[config.mk]
export PLATFORM = sky130hd
export DESIGN_NAME = tcw_front
export DESIGN_NICKNAME = d
export VERILOG_FILES = /design/src/hdl/tcw_pkg.sv /design/src/hdl/tcw_front.sv
export SDC_FILE = /design/constraint.sdc
export NUM_CORES = 1
export LEC_CHECK = 0
export ABC_AREA = 1
export BUFFER_PORTS_ARGS = -buffer_cell sky130_fd_sc_hd__buf_2
export CAP_MARGIN = 30
export CORE_UTILIZATION = 46
export DETAILED_ROUTE_END_ITERATION = 6
export GPL_TIMING_DRIVEN = 0
export PLACE_DENSITY = 0.79
export SLEW_MARGIN = 40
export SYNTH_ARGS = -nofsm -noshare
export SYNTH_HDL_FRONTEND = slang
export SYNTH_SLANG_ARGS = --single-unit
export TNS_END_PERCENT = 5
[constraint.sdc]
create_clock -name clk -period 1.82 [get_ports clk]
set_clock_uncertainty 0.05 [all_clocks]
set_input_delay 0.091 -clock clk [delete_from_list [all_inputs] [get_ports clk]]
set_output_delay 0.091 -clock clk [all_outputs]
set_load 0.01 [all_outputs]
[src/hdl/tcw_pkg.sv]
`timescale 1ns / 1ps
// ----------------------------------------------------------------------------
// tcw_pkg: shared types and constants of the text console writer
// Request classes, queued command word, register indexes, field widths.
// ----------------------------------------------------------------------------
package tcw_pkg;

  localparam int COLUMNS_DEF = 80;
  localparam int ROWS_DEF    = 25;
  localparam int QDEPTH      = 2;

  localparam int IDX_W     = 11;
  localparam int CHAR_W    = 8;
  localparam int ATTR_W    = 8;
  localparam int COLOR_W   = 4;
  localparam int CFG_IDX_W = 2;

  localparam logic [CHAR_W-1:0]    NEWLINE_CODE = 8'h0A;
  localparam logic                 REQ_PUT      = 1'b0;
  localparam logic                 REQ_READ     = 1'b1;
  localparam logic [CFG_IDX_W-1:0] REG_FG       = 2'd0;
  localparam logic [CFG_IDX_W-1:0] REG_BG       = 2'd1;

  localparam logic [COLOR_W-1:0] FG_RESET = 4'd2;
  localparam logic [COLOR_W-1:0] BG_RESET = 4'd0;

  typedef enum logic [1:0] {
    OP_PUT       = 2'd0,
    OP_NEWLINE   = 2'd1,
    OP_READ      = 2'd2,
    OP_READ_NONE = 2'd3
  } op_t;

  typedef struct packed {
    op_t               op;
    logic [CHAR_W-1:0] char_code;
    logic [IDX_W-1:0]  cell_index;
    logic              last;
  } cmd_t;

endpackage

[src/hdl/tcw_front.sv]
`timescale 1ns / 1ps
// ----------------------------------------------------------------------------
// tcw_front: request intake
// Takes requests, sorts them into put, newline, cell read and out-of-screen
// read, and holds them in a short command queue for the back end.
// ----------------------------------------------------------------------------
module tcw_front #(
  parameter int COLUMNS = tcw_pkg::COLUMNS_DEF,
  parameter int ROWS    = tcw_pkg::ROWS_DEF
) (
  input  logic                        clk,
  input  logic                        rst_n,
  input  logic                        start,
  output logic                        busy,
  input  logic                        in_req_type,
  input  logic [tcw_pkg::CHAR_W-1:0]  in_char_code,
  input  logic [tcw_pkg::IDX_W-1:0]   in_cell_index,
  input  logic                        in_last_in_write,
  input  logic                        clearing,
  input  logic                        pop,
  output logic                        head_vld,
  output tcw_pkg::cmd_t               head
);
  import tcw_pkg::*;

  localparam int CELLS = COLUMNS * ROWS;
  localparam int W_IDX = $clog2(CELLS + 1);
  localparam int PTR_W = $clog2(QDEPTH);
  localparam int CNT_W = $clog2(QDEPTH + 1);

  cmd_t                         q_mem [QDEPTH];
  logic [PTR_W-1:0]             wr_ptr_r, wr_ptr_nxt;
  logic [PTR_W-1:0]             rd_ptr_r, rd_ptr_nxt;
  logic [CNT_W-1:0]             cnt_r, cnt_nxt;
  logic                         full;
  logic                         push;
  logic                         do_pop;
  logic [W_IDX+IDX_W-1:0]       cell_ext;
  logic                         in_range;
  cmd_t                         cmd;

  assign full     = (cnt_r == CNT_W'(QDEPTH));
  assign busy     = full | clearing;
  assign push     = start & ~busy;
  assign head_vld = (cnt_r != '0);
  assign do_pop   = pop & head_vld;
  assign head     = q_mem[rd_ptr_r];

  assign cell_ext = {{W_IDX{1'b0}}, in_cell_index};
  assign in_range = (cell_ext < CELLS);

  always_comb begin
    cmd.char_code  = in_char_code;
    cmd.cell_index = in_cell_index;
    cmd.last       = in_last_in_write;
    if (in_req_type == REQ_READ) begin
      cmd.op = in_range ? OP_READ : OP_READ_NONE;
    end else begin
      cmd.op = (in_char_code == NEWLINE_CODE) ? OP_NEWLINE : OP_PUT;
    end
  end

  always_comb begin
    wr_ptr_nxt = push   ? wr_ptr_r + 1'b1 : wr_ptr_r;
    rd_ptr_nxt = do_pop ? rd_ptr_r + 1'b1 : rd_ptr_r;
    cnt_nxt    = cnt_r;
    if (push && !do_pop) begin
      cnt_nxt = cnt_r + 1'b1;
    end else if (!push && do_pop) begin
      cnt_nxt = cnt_r - 1'b1;
    end
  end

  always_ff @(posedge clk) begin
    if (!rst_n) begin
      wr_ptr_r <= '0;
      rd_ptr_r <= '0;
      cnt_r    <= '0;
    end else begin
      wr_ptr_r <= wr_ptr_nxt;
      rd_ptr_r <= rd_ptr_nxt;
      cnt_r    <= cnt_nxt;
    end
  end

  always_ff @(posedge clk) begin
    if (push) begin
      q_mem[wr_ptr_r] <= cmd;
    end
  end

endmodule

**Yosys cells after proc, flatten, opt, wreduce, memory -nomap -nowiden**

Memory sizes are Yosys's and may differ from the RTL's. A register that Yosys moved wholly into a read port is not among the register bits.
Cells that the tools add are included.

- Output and inout bits: 24
- Word-level logic and storage cells: 30
- Bits in registers: 4
- Memories kept: 1
- Bits in writable memories: 44

- Magnitude comparators: 1
- Reductions and logical operators: 6
- Eq/ne operators: 2
- Multiplexer cells: 9
- Add/subtract/negate cells: 4
- Bitwise logic cells: 4

Memories:

| memory | words | bits a word | rd ports | clocked after Yosys merged registers in | wr ports | RTL line | text |
|---|---|---|---|---|---|---|---|
| q_mem | 2 | 22 | 1 | 1 | 1 | tcw_front.sv:31 | `cmd_t q_mem [QDEPTH];` |

Operators with widths:

| operator | count |
|---|---|
| less-than comparator 11 bit (second input constant) | 1 |
| == test 8 x 4 -> 1 bit (second input constant) | 1 |
| two-way mux 1 bit | 6 |
| two-way mux 2 bit | 3 |
| nonzero test 2 bit | 2 |
| adder 1 bit (second input constant) | 2 |
| adder 2 x 1 -> 2 bit (second input constant) | 1 |
| bitwise AND 1 bit | 2 |
| == test 2 bit (second input constant) | 1 |
| logical AND 1 bit | 2 |
| logical NOT 1 bit | 2 |
| subtractor 2 x 1 -> 2 bit (second input constant) | 1 |
| NOT 1 bit | 1 |
| bitwise OR 1 bit | 1 |

**Logic depth before layout (Yosys ltp)**

- Word-level depth: 8
- Mapped depth: 11

**Worst setup path after synthesis**

OpenSTA, ideal clock, no wires.

- Path kind: register to register
- Start: reg cnt_r[0]
- End: mem q_mem[0][0] in the netlist's numbering, enable pin
- Data arrival time: 1.525 ns
- Library setup time: 0.401 ns
- Period minus slack after synthesis: 1.975 ns
- Stages on the path, launching flop included: 5
- Path buffers: 0
- Setup slack: -0.155 ns
- Required time: 1.369 ns
- Cells stage by stage: dfxtp_1 -> inv_2 -> nand2_1 -> nand3_2 -> nor2_1

- Cells in the longest elaborated chain, start to end: 6

Ends and longest elaborated chain:

| element | RTL line | text |
|---|---|---|
| start: declaration | tcw_front.sv:34 | `logic [CNT_W-1:0] cnt_r, cnt_nxt;` |
| start signal: assignment | tcw_front.sv:82 | `cnt_r <= cnt_nxt;` |
| == test 2 bit | tcw_front.sv:42 | `assign full = (cnt_r == CNT_W'(QDEPTH));` |
| bitwise OR 1 bit | tcw_front.sv:43 | `assign busy = full \| clearing;` |
| NOT 1 bit | tcw_front.sv:44 | `assign push = start & ~busy;` |
| bitwise AND 1 bit | tcw_front.sv:44 |  |
| two-way mux 1 bit | tcw_front.sv:87 | `if (push) begin` |
| two-way mux 1 bit (implied by the code) | tcw_front.sv:88 | `q_mem[wr_ptr_r] <= cmd;` |
| end: declaration | tcw_front.sv:31 |  |

No other way between the ends.

**Worst setup path after layout**

- Start: reg cnt_r[0]
- End: mem q_mem[0][17] in the netlist's numbering, enable pin

Same word-level chain as after synthesis.

==> key figures <==
Routing
  – Vias per cell: around 4.8
  – DR vias: around 1200
  – ANT nets after route: 0
  – Number of iterations in the first detailed-routing pass: 4
  – Routed WL: around 3.6 mm
  – DRT iter0 DRCs: 43
  – Drc violations: 0
  – Routed len/inst: between 10 and 15 um

Floorplan
  – # IOs: 50
  – Die area: about 4400 um2
  – Die width: roughly 66 um
  – Core Area: between 4000 and 5000 um2
  – Site Rows: 23
  – Initial Utilization: a little under half
  – Die Ht: around 66 um

Power
  – Total power: approximately 2.6 mW
  – Pleak: 1.021 nW
  – Int Power: just under 2 mW
  – Sequential power share: around 51%
  – Net Sw Power: about 660 uW
  – Maximum VDD drop: around 0.66 mV
  – Combinational share of power: 20.4%
  – P per Cell Area: a little over 1000 nW/um2
  – Part of the power in the clock network: between 20% and 30%
  – Sw Ratio: 25.01%

Worst setup path
  – Crit path kind: reg2reg
  – Worst reg-to-reg setup slack: 0.18 ns
  – Largest fanout on the critical path: 22
  – CP Data Arrival Time: 1.52 ns
  – Critical Path Start: cnt_r[0]
  – Crit path capture type: flip-flop
  – Critical R2R Capture: q_mem[0][17]
  – R2R depth: 4
  – CP Capture Point: q_mem[0][17]
  – Reg2reg start: cnt_r[0]
  – CP Data Required Time: approximately 1.7 ns
  – Critical path launch point type: flip-flop

Cells and area
  – Final-stage net count: 227
  – Commonest non-fill, non-tap cells in the layout: buf_2 (49), edfxtp_1 (44), mux2_2 (22), dlygate4sd3_1 (22), nand2_1 (14)
  – Commonest non-fill, non-tap cell in the layout: buf_2
  – Area Overhead vs Synth: 33.77%
  – Design Area, Final: about 2600 um2
  – Antenna cells: 0
  – Share of cells above drive strength 1: between 40% and 50%
  – Core Util, Final: 63.93%

Logic synthesis
  – Syn Area/Cell: approximately 16 um2
  – Syn_nets: 149
  – Sequential cell area fraction in the yosys report: about three quarters
  – Yosys cell types: 16
  – YS warnings: 0
  – Post-Synthesis Cells: 122
  – Post-Syn Area: 1912 um2
  – #FFs+latches synth: roughly 50

STA
  – Slew margin rel.: between 50% and 60%
  – Fin crit share: 89.89%
  – Final Max Slew Viols: 0
  – Hold Violations, Final: 0
  – Unrepaired setup endpoints after global routing: false
  – Fmax: 611.3 MHz
  – Setup TNS: 0 ns
  – Worst-Margin Slew: between 0.6 and 0.7 ns
  – Minimum clock period: between 1.5 and 2 ns
  – Hold slack: about 0.13 ns
  – Final setup violation count: 0

Placement
  – Dpl hpwl: approximately 2.3 mm
  – Placer Congestion: roughly 0.70
  – # port buffers: 49
  – Placed Area: 2227 um2

Clock network
  – Resized Gates After CTS: 0
  – CTS root buf: clkbuf_8
  – CTS tree: yes
  – Clock transition at the registers of the reported paths: approximately 0.08 ns
  – Total CTS buffers: 5
  – Clk sink count: 49
  – CTS max path bufs: 2
  – H-tree depth: 2
  – Worst skew pair latency: between 0.2 and 0.3 ns

Run
  – Number of max-cap violations: 0

GRT
  – Gr usage total: between 10% and 20%
  – Pin count of the biggest net entering global routing: 23
  – Gr ovfl total: 0
  – Vias in the first global route: roughly 1200
  – First-pass GRT wire length: roughly 5.6 mm
  – Antenna violations before repair: 0

Worst hold path
  – Hold WC Path Type: in2reg

Run status
  – Outcome: finished clean
[cell families after synthesis]
logic type | synth area share (%)
DFF | 74.35
adders and majority gates | 0.6543
buffers and inverters | 3.730
muxes | 12.96
and+or+nand+nor | 7.003
AOI/OAI and AO/OA | 1.308
[worst min path at each step]
stage	startpoint	to	slack [ns]	cells past startpoint
after floorplan	in_last_in_write	q_mem[0][0]	0.14	0
after global placement	in_cell_index[2]	q_mem[0][3]	0.23	1
after detailed placement	in_cell_index[0]	q_mem[1][1]	0.23	1
after CTS	start	wr_ptr_r	0.13	4
after global routing	start	wr_ptr_r	0.15	5
final	start	wr_ptr_r	0.13	5
[power groups by stage]
| stage | clock network (mW) | logic [mW] | registers (mW) |
|---|---|---|---|
| 5_1_grt | 0.821 | 0.593 | 1.36 |
| 3_5_place_dp | 0 | 0.504 | 1.38 |
| 3_3_place_gp | 0 | 0.479 | 1.37 |
| 2_1_floorplan | 0 | 0.328 | 1.37 |
| 6_report | 0.753 | 0.540 | 1.35 |
| 4_1_cts | 0.770 | 0.545 | 1.35 |
[registers in the layout, indices dropped and copies added, names as in the netlist, named ones only]
| register | count |
|---|---|
| cnt_r | 2 |
| q_mem | 44 |
| rd_ptr_r | 1 |
| wr_ptr_r | 1 |
[stage by stage]
step / worst slack (ns) / instances
after floorplan: 0.2024 / 122
after global placement: -0.1044 / 221
after detailed placement: 0.1976 / 221
after CTS: 0.1800 / 251
after global routing: 0.05808 / 251
final: 0.1840 / 251
[area by class of cell]
class / instances / area (um2)
Fill cell: 294 / 1443
Sequential cell: 49 / 1421
Timing Repair Buffer: 71 / 465.4
Multi-Input combinational cell: 58 / 426.7
Clock buffer: 5 / 68.82
Tap cell: 50 / 62.56
Inverter: 13 / 48.80
Clock inverter: 3 / 41.29
Buffer: 2 / 22.52
[Yosys cell counts]
master | count | area, um2
nand3_1 | 2 | 10.01
ha_1 | 1 | 12.51
a21oi_1 | 1 | 5.000
nor3_1 | 1 | 5.000
edfxtp_1 | 44 | 1321
buf_6 | 2 | 22.52
nor2_1 | 10 | 37.54
nand4_1 | 3 | 18.77
dfxtp_1 | 5 | 100.1
o21a_1 | 2 | 15.01
inv_2 | 1 | 3.750
nand3_2 | 1 | 10.01
o21ai_0 | 1 | 5.000
inv_1 | 12 | 45.04
nand2_1 | 14 | 52.55
mux2_2 | 22 | 247.7
[critical path, stage by stage (launching register included)]
cell and delay, ns:
dfxtp_1 0.39, inv_2 0.08, nand2_1 0.11, nand3_2 0.12, nor2_4 0.53
[per-layer routing]
metal | up-vias | share of wire [%] | GRT usage, % | wire, um
met3 | 8 | 3.9 | 5.822 | 141
met4 | 0 | 2.1 | 7.713 | 77
met5 | - | 0 | 0 | 0
met1 | 578 | 42 | 20.50 | 1528
met2 | 33 | 52 | 31.51 | 1884
li1 | 593 | - | - | -
[timing repair]
action                                  CTS  global route
setup buffers                             0             0
endpoints found under the hold margin    43             0
endpoints found under the setup margin    0             0
hold buffers                             22             0
Note: power is estimated with default switching activity, not from simulation.
